File: config.mk
export PLATFORM = sky130hd
export DESIGN_NAME = tlb_lookup_second_chance_unit
export DESIGN_NICKNAME = d
export VERILOG_FILES = /design/src/rtl/tlbsc_pkg.sv /design/src/rtl/tlbsc_entry_ram.sv /design/src/rtl/tlb_lookup_second_chance_unit.sv
export SDC_FILE = /design/constraint.sdc
export NUM_CORES = 2
export LEC_CHECK = 0
export CORE_ASPECT_RATIO = 0.6
export CORE_MARGIN = 8
export CORE_UTILIZATION = 45
export CTS_CLUSTER_SIZE = 25
export DETAILED_ROUTE_END_ITERATION = 8
export DONT_BUFFER_PORTS = 1
export GPL_TIMING_DRIVEN = 1
export PLACE_DENSITY = 0.62
export SLEW_MARGIN = 10
export SYNTH_ARGS = -nofsm -noshare
export SYNTH_HDL_FRONTEND = slang
export SYNTH_SLANG_ARGS = --single-unit
export TNS_END_PERCENT = 1
File: constraint.sdc
create_clock -name clk_i -period 21.1 [get_ports clk_i]
set_clock_uncertainty 0.2 [all_clocks]
set_input_delay 4.22 -clock clk_i [delete_from_list [all_inputs] [get_ports clk_i]]
set_output_delay 4.22 -clock clk_i [all_outputs]
set_load 0.01 [all_outputs]
File: src/rtl/tlbsc_pkg.sv
package tlbsc_pkg;

  localparam int unsigned PAGE_W = 52;
  localparam int unsigned ADDR_W = 64;
  localparam int unsigned OFS_W  = 12;
  localparam int unsigned SLOT_W = 4;

  // write beat into the page/frame store
  typedef struct packed {
    logic              en;
    logic [PAGE_W-1:0] page;
    logic [PAGE_W-1:0] frame;
  } tlbsc_wr_t;

endpackage

File: src/rtl/tlbsc_entry_ram.sv
module tlbsc_entry_ram
  import tlbsc_pkg::*;
#(
  parameter int unsigned INDEX_BITS = 4
) (
  input  logic                  clk_i,
  input  tlbsc_wr_t             wr_i,
  input  logic [INDEX_BITS-1:0] wr_addr_i,
  input  logic [INDEX_BITS-1:0] rd_addr_i,
  output logic [PAGE_W-1:0]     page_o,
  output logic [PAGE_W-1:0]     frame_o
);

  localparam int unsigned Depth = 1 << INDEX_BITS;

  logic [PAGE_W-1:0] page_mem  [Depth];
  logic [PAGE_W-1:0] frame_mem [Depth];
  logic [PAGE_W-1:0] page_q;
  logic [PAGE_W-1:0] frame_q;

  always_ff @(posedge clk_i) begin
    if (wr_i.en) begin
      page_mem[wr_addr_i]  <= wr_i.page;
      frame_mem[wr_addr_i] <= wr_i.frame;
    end
  end

  // registered read, one address per cycle
  always_ff @(posedge clk_i) begin
    page_q  <= page_mem[rd_addr_i];
    frame_q <= frame_mem[rd_addr_i];
  end

  assign page_o  = page_q;
  assign frame_o = frame_q;

endmodule

File: src/rtl/tlb_lookup_second_chance_unit.sv
// Fully associative TLB with second-chance replacement, 2^INDEX_BITS slots.
// Pulse start while busy is low to hand in one access; busy stays high while
// it is worked on, and the result comes back as a single-cycle beat marked by
// done_o. The receiver cannot stall: sample the result ports in the cycle
// done_o is high. Page and frame numbers sit in a single-port-read store, so
// one slot is compared per cycle by the one page comparator. A hit in slot k
// returns once the scan reaches slot k. A miss scans all N slots and, if some
// slot is invalid, fills the lowest one in the fill state before its beat
// comes back. With the TLB full, the second-chance sweep from slot 0 first
// visits up to N+1 slots, clearing used bits, until an unused one turns up,
// then fills it. A new access can start in the cycle done_o is high. No
// clearing pass: valid, used and dirty bits are flops cleared by reset.
module tlb_lookup_second_chance_unit
  import tlbsc_pkg::*;
#(
  parameter int unsigned INDEX_BITS  = 4,
  parameter int unsigned OFFSET_BITS = 12
) (
  input  logic              clk_i,
  input  logic              rst_ni,
  input  logic              start,
  output logic              busy,
  input  logic [PAGE_W-1:0] virt_page_i,
  input  logic [OFS_W-1:0]  page_offset_i,
  input  logic              is_write_i,
  input  logic [PAGE_W-1:0] walk_frame_i,
  input  logic              walk_dirty_i,
  output logic              done_o,
  output logic [ADDR_W-1:0] phys_addr_o,
  output logic              hit_o,
  output logic [SLOT_W-1:0] slot_o,
  output logic              evicted_o,
  output logic [PAGE_W-1:0] evicted_page_o,
  output logic              evicted_dirty_o
);

  localparam int unsigned Slots = 1 << INDEX_BITS;
  localparam logic [ADDR_W-1:0] OfsMask = (ADDR_W'(1) << OFFSET_BITS) - ADDR_W'(1);

  localparam logic [1:0] S_IDLE  = 2'd0;
  localparam logic [1:0] S_SCAN  = 2'd1;
  localparam logic [1:0] S_SWEEP = 2'd2;
  localparam logic [1:0] S_FILL  = 2'd3;

  logic [1:0]            state_q;
  logic [INDEX_BITS-1:0] idx_q;       // scan / sweep position
  logic [INDEX_BITS-1:0] victim_q;
  logic                  inv_found_q; // an invalid slot was seen during scan (victim_q holds the lowest)
  logic                  evict_q;
  logic [Slots-1:0]      valid_q;
  logic [Slots-1:0]      used_q;
  logic [Slots-1:0]      dirty_q;

  // latched access
  logic [PAGE_W-1:0]     vpage_q;
  logic [OFS_W-1:0]      ofs_q;
  logic                  wr_q;
  logic [PAGE_W-1:0]     wframe_q;
  logic                  wdirty_q;

  // result registers
  logic                  done_q;
  logic [ADDR_W-1:0]     phys_q;
  logic                  hit_q;
  logic [SLOT_W-1:0]     slot_q;
  logic                  evicted_q;
  logic [PAGE_W-1:0]     ev_page_q;
  logic                  ev_dirty_q;

  logic [INDEX_BITS-1:0] rd_addr;
  logic [PAGE_W-1:0]     rd_page;
  logic [PAGE_W-1:0]     rd_frame;
  tlbsc_wr_t             wr_beat;
  logic                  accept;
  logic                  match;
  logic                  last;
  logic [ADDR_W-1:0]     ofs_part;

  assign accept   = start && (state_q == S_IDLE);
  assign match    = valid_q[idx_q] && (rd_page == vpage_q);
  assign last     = &idx_q;
  assign ofs_part = {{(ADDR_W-OFS_W){1'b0}}, ofs_q} & OfsMask;

  // store read address: slot 0 at accept, next slot while scanning,
  // the victim when the sweep settles on it
  always_comb begin
    unique case (state_q)
      S_SCAN:  rd_addr = idx_q + INDEX_BITS'(1);
      S_SWEEP: rd_addr = idx_q;
      default: rd_addr = '0;
    endcase
  end

  assign wr_beat.en    = (state_q == S_FILL);
  assign wr_beat.page  = vpage_q;
  assign wr_beat.frame = wframe_q;

  tlbsc_entry_ram #(
    .INDEX_BITS (INDEX_BITS)
  ) u_ram (
    .clk_i     (clk_i),
    .wr_i      (wr_beat),
    .wr_addr_i (victim_q),
    .rd_addr_i (rd_addr),
    .page_o    (rd_page),
    .frame_o   (rd_frame)
  );

  always_ff @(posedge clk_i or negedge rst_ni) begin
    if (!rst_ni) begin
      state_q     <= S_IDLE;
      idx_q       <= '0;
      victim_q    <= '0;
      inv_found_q <= 1'b0;
      evict_q     <= 1'b0;
      valid_q     <= '0;
      used_q      <= '0;
      dirty_q     <= '0;
      done_q      <= 1'b0;
    end else begin
      done_q <= 1'b0;
      unique case (state_q)
        S_IDLE: begin
          if (accept) begin
            idx_q       <= '0;
            inv_found_q <= 1'b0;
            evict_q     <= 1'b0;
            state_q     <= S_SCAN;
          end
        end
        S_SCAN: begin
          if (match) begin
            used_q[idx_q]  <= 1'b1;
            dirty_q[idx_q] <= dirty_q[idx_q] | wr_q;
            done_q         <= 1'b1;
            state_q        <= S_IDLE;
          end else begin
            if (!valid_q[idx_q] && !inv_found_q) begin
              inv_found_q <= 1'b1;
              victim_q    <= idx_q;
            end
            if (last) begin
              idx_q <= '0;
              if (inv_found_q || !valid_q[idx_q]) begin
                state_q <= S_FILL;
              end else begin
                state_q <= S_SWEEP;
              end
            end else begin
              idx_q <= idx_q + INDEX_BITS'(1);
            end
          end
        end
        S_SWEEP: begin
          // clock hand: clear used bits until an unused slot turns up
          if (!used_q[idx_q]) begin
            victim_q <= idx_q;
            evict_q  <= 1'b1;
            state_q  <= S_FILL;
          end else begin
            used_q[idx_q] <= 1'b0;
            idx_q         <= idx_q + INDEX_BITS'(1);
          end
        end
        S_FILL: begin
          valid_q[victim_q] <= 1'b1;
          used_q[victim_q]  <= 1'b1;
          dirty_q[victim_q] <= wdirty_q;
          done_q            <= 1'b1;
          state_q           <= S_IDLE;
        end
        default: state_q <= S_IDLE;
      endcase
    end
  end

  // payload: access latch and result fields
  always_ff @(posedge clk_i) begin
    if (accept) begin
      vpage_q  <= virt_page_i;
      ofs_q    <= page_offset_i;
      wr_q     <= is_write_i;
      wframe_q <= walk_frame_i;
      wdirty_q <= walk_dirty_i;
    end
    if (state_q == S_SCAN && match) begin
      phys_q     <= ({{(ADDR_W-PAGE_W){1'b0}}, rd_frame} << OFFSET_BITS) | ofs_part;
      hit_q      <= 1'b1;
      slot_q     <= SLOT_W'(idx_q);
      evicted_q  <= 1'b0;
      ev_page_q  <= '0;
      ev_dirty_q <= 1'b0;
    end else if (state_q == S_FILL) begin
      // rd_page holds the victim's old page after an eviction
      phys_q     <= ({{(ADDR_W-PAGE_W){1'b0}}, wframe_q} << OFFSET_BITS) | ofs_part;
      hit_q      <= 1'b0;
      slot_q     <= SLOT_W'(victim_q);
      evicted_q  <= evict_q;
      ev_page_q  <= evict_q ? rd_page : '0;
      ev_dirty_q <= evict_q && dirty_q[victim_q];
    end
  end

  assign busy            = (state_q != S_IDLE);
  assign done_o          = done_q;
  assign phys_addr_o     = phys_q;
  assign hit_o           = hit_q;
  assign slot_o          = slot_q;
  assign evicted_o       = evicted_q;
  assign evicted_page_o  = ev_page_q;
  assign evicted_dirty_o = ev_dirty_q;

endmodule

==> qor.log <==
qor: yosys.syn_inst 3,877
qor: grt.number_of_antenna_violations_at_the_first_check_in_global_routing 29
qor: clock_network.clk_pin_slew_worst_paths 70 ps
qor: placement.placed_cells 6,010
qor: pwr.switching_share 0.278
qor: yosys.synth_async_sr_flop_share 0.0295
qor: die.start_util 0.451
qor: timing.timing_limited_maximum_frequency 149 MHz
qor: yosys.synth_top_cells_by_area sky130_fd_sc_hd__edfxtp_1 (72%), sky130_fd_sc_hd__mux4_2 (13%), sky130_fd_sc_hd__dfxtp_1 (4.1%), sky130_fd_sc_hd__nand2_1 (2.0%), sky130_fd_sc_hd__dfrtp_1 (2.0%)
qor: worst_setup_path.worstSetupEndpointType register
qor: pwr.cell_internal_pwr 7.90 mW
qor: timing.final_period_minus_worst_setup_slack 6720 ps
qor: routing.drtAntennaViolNets 0
qor: pwr.pwr_density_cell 127 nW/um2
qor: grt.pin_count_of_the_biggest_net_entering_global_routing 131
qor: timing.final_count_of_hold_timing_violations 0
qor: worst_setup_path.critical_path.startpoint idx_q[0]$_DFFE_PN0P_
qor: pwr.power_frac_seq 0.493
qor: worst_setup_path.cp_max_fo 94
qor: clock_network.clk_latency 820 ps
qor: routing.routed_wire_length_per_instance 30.1 um
qor: placement.routabilityCongestion 0.819
qor: worst_setup_path.setup.worst_path.class reg -> reg
qor: die.num_rows 118
qor: die.ios 246
qor: timing.hold-worst-slack 213 ps
qor: finish.layout.nets 4,053
qor: timing.fin_setup_tns 0 ps
qor: timing.max_slew_margin 0.229
qor: clock_network.clock_tree.htree_level_count 4
qor: finish.drive_above_1_share 0.213
qor: finish.syn2layout_area_growth 11.4%
qor: run_status.status completed
qor: flow_run.max-cap-violations 0
qor: yosys.yosysSeqAreaShare 0.777
qor: timing.finalCritPeriodShare 0.319
qor: yosys.mappedNetlistArea 77,500 um2
qor: timing.transition_time_at_the_pin_with_the_least_slew_margin 1150 ps
qor: grt.grt_pass1_vias 37,431
qor: finish.final_cells 6,383
qor: routing.detail_route.iter0.violations 4,686
qor: pwr.peakVddDrop 112 uV
qor: placement.detailed_place_hpwl 99.0 mm
qor: grt.wire_length_of_the_first_global_routing_pass 275 mm
qor: worst_setup_path.critPathArrivalTime 7190 ps
qor: clock_network.clock_path_buffers 3
qor: worst_setup_path.cp.required 21,570 ps
qor: worst_setup_path.regToRegStartpoint idx_q[0]$_DFFE_PN0P_
qor: die.die_area 186,000 um2
qor: clock_network.tritoncts built
qor: grt.grtUsageTotal 0.204
qor: timing.grt_setup_unrepaired false
qor: routing.vias 37,938
qor: pwr.power.switching 3.04 mW
qor: routing.route.detailed.vias_per_inst 5.94
qor: worst_setup_path.startpoint_type register
qor: clock_network.buffer_count_from_post_cts_setup_fixing 0
qor: yosys.ffs_latches_synth 2,070
qor: hold_path.min-delay-start ofs_q[3]$_DFFE_PP_
qor: die.die_w 552 um
qor: die.core_area 172,000 um2
qor: placement.port_buffers 0
qor: clock_network.numCtsBuffers 191
qor: routing.drt_pass1_iterations 5
qor: pwr.leakage_power_of_the_design 28.4 nW
qor: yosys.synth-edff-count 1,850
qor: yosys.synthesis.area_per_instance 20.0 um2
qor: yosys.synth_top_cell_by_area sky130_fd_sc_hd__edfxtp_1
qor: grt.globalRouteOverflowTotal 0
qor: timing.final_max_slew_viol_count 0
qor: clock_network.clk_root_buffer_cell sky130_fd_sc_hd__clkbuf_16
qor: clock_network.tritoncts_num_sinks 2,070
qor: finish.nFillCells 13,641
qor: yosys.synth_cell_type_count 48
qor: die.floorplan.die.height 338 um
qor: clock_network.cts-hold-fix-buffers 0
qor: yosys.synth_top_flop_cell sky130_fd_sc_hd__edfxtp_1
qor: hold_path.min_path_type reg -> reg
qor: routing.route.final.wire_length 192 mm
qor: clock_network.cts.repair.resized 0
qor: yosys.synth.net_count 4,007
qor: pwr.clock_power_share 0.315
qor: routing.post-route-drc-count 0
qor: yosys.synth.top_cell.area_share 0.716
qor: timing.setup_viol 0
qor: yosys.yosysWarnings 0
qor: pwr.part_of_the_power_in_combinational_logic 0.192
-- sequential cells by signal, indices dropped and copies added (netlist names), 4 cells and up, named ones only --
signal           count
u_ram.page_mem     832
wframe_q            52
vpage_q             52
u_ram.frame_mem    832
evicted_page_o      52
valid_q             16
u_ram.frame_o       52
phys_addr_o         64
idx_q                4
u_ram.page_o        52
slot_o               4
ofs_q               12
used_q              16
victim_q             4
dirty_q             16
-- worst max-delay path: stages, from the launching register on --
cell and delay [ps]:
sky130_fd_sc_hd__dfrtp_1 320, sky130_fd_sc_hd__buf_4 280, sky130_fd_sc_hd__inv_1 180, sky130_fd_sc_hd__ha_1 340
sky130_fd_sc_hd__nand2_1 70, sky130_fd_sc_hd__o21ai_1 100, sky130_fd_sc_hd__nand2_4 650, sky130_fd_sc_hd__buf_4 820
sky130_fd_sc_hd__buf_4 710, sky130_fd_sc_hd__buf_12 600, sky130_fd_sc_hd__buf_4 860, sky130_fd_sc_hd__mux4_2 600
sky130_fd_sc_hd__and3_1 200, sky130_fd_sc_hd__a211oi_1 250, sky130_fd_sc_hd__a31oi_1 70
-- cell usage in the layout (no fill, tap or decap), drive strengths merged, types with 15 or more instances in the layout --
| cell type | n |
|---|---|
| edfxtp | 1850 |
| clkbuf | 278 |
| nand3 | 20 |
| and3 | 104 |
| a31oi | 104 |
| a21oi | 34 |
| or2 | 16 |
| xnor2 | 52 |
| clkinv | 56 |
| dfrtp | 61 |
| inv | 15 |
| nand2 | 411 |
| buf | 78 |
| a22oi | 53 |
| dfxtp | 159 |
| nor2 | 80 |
| o21ai | 67 |
| a211oi | 104 |
| mux2 | 23 |
| mux4 | 433 |
-- cells in the mapped netlist, types with 24 or more instances --
cell type                  count
sky130_fd_sc_hd__nand2_1     411
sky130_fd_sc_hd__mux4_2      433
sky130_fd_sc_hd__and3_1      104
sky130_fd_sc_hd__o21ai_0      65
sky130_fd_sc_hd__a22oi_1      53
sky130_fd_sc_hd__a211oi_1    104
sky130_fd_sc_hd__buf_6        24
sky130_fd_sc_hd__clkbuf_1    108
sky130_fd_sc_hd__nor2_1       78
sky130_fd_sc_hd__a21oi_1      32
sky130_fd_sc_hd__edfxtp_1   1850
sky130_fd_sc_hd__xnor2_1      52
sky130_fd_sc_hd__dfrtp_1      61
sky130_fd_sc_hd__buf_1        25
sky130_fd_sc_hd__dfxtp_1     159
sky130_fd_sc_hd__buf_4        24
sky130_fd_sc_hd__buf_2        43
sky130_fd_sc_hd__a31oi_1     104
-- worst paths after layout --
check / endpoint / slack [ps] / cells past startpoint
min in group asynchronous: idx_q[2]$_DFFE_PN0P_ / 2910 / 0
min reg2reg: phys_addr_o[3]$_DFFE_PP_ / 210 / 0
max in group asynchronous: valid_q[10]$_DFFE_PN0P_ / 17620 / 0
max: u_ram.frame_o[20]$_DFF_P_ / 14380 / 14
max reg2reg: u_ram.frame_o[20]$_DFF_P_ / 14380 / 14
min: phys_addr_o[3]$_DFFE_PP_ / 210 / 0
-- power by group through the flow --
stage | logic, mW | clock network (mW) | registers, mW
6_report | 2.10 | 3.45 | 5.40
4_1_cts | 2.12 | 3.51 | 5.41
2_1_floorplan | 1.60 | 0 | 5.33
3_5_place_dp | 2.12 | 0 | 5.49
3_3_place_gp | 2.10 | 0 | 5.48
5_1_grt | 2.26 | 3.66 | 5.45
-- logic make-up after synthesis --
kind of cell             count (synthesis)  synth area share
flip-flops                            2070             0.777
AND/OR/NAND/NOR                        679            0.0388
multiplexers                           461             0.130
AO/OA/AOI/OAI                          371            0.0314
buffers and inverters                  234            0.0155
XOR/XNOR                                53           0.00599
adder cells (fa/ha/maj)                  9           0.00145
-- final cells by class --
type                            instances  area (um2)  area share
Sequential cell                      2070       60300       0.698
Inverter                                9        35.0    0.000406
Antenna cell                           13        32.5    0.000377
Timing Repair Buffer                   78         686     0.00794
Clock inverter                         82         783     0.00907
Tap cell                             2280        2850      0.0330
Clock buffer                          278        5450      0.0631
Multi-Input combinational cell       1573       16300       0.188
-- through the flow --
step           worst slack (ps)   util  total power [mW]  area (um2)
2_1_floorplan             11710      -              6.93       77500
6_report                  14380  0.503              10.9       86400
3_5_place_dp              14190  0.466              7.61       80100
3_3_place_gp              14200  0.466              7.58       80100
5_1_grt                   13740  0.502              11.4       86400
4_1_cts                   14180  0.502              11.0       86400
-- metal layers --
metal / up-vias / part of all wire / global-route usage
li1: 15803 / - / -
met1: 20284 / 0.45 / 0.313
met2: 1578 / 0.44 / 0.298
met3: 251 / 0.086 / 0.0498
met4: 22 / 0.016 / 0.0419
met5: - / 0.00084 / 0
(Power assumes the default switching activity.)
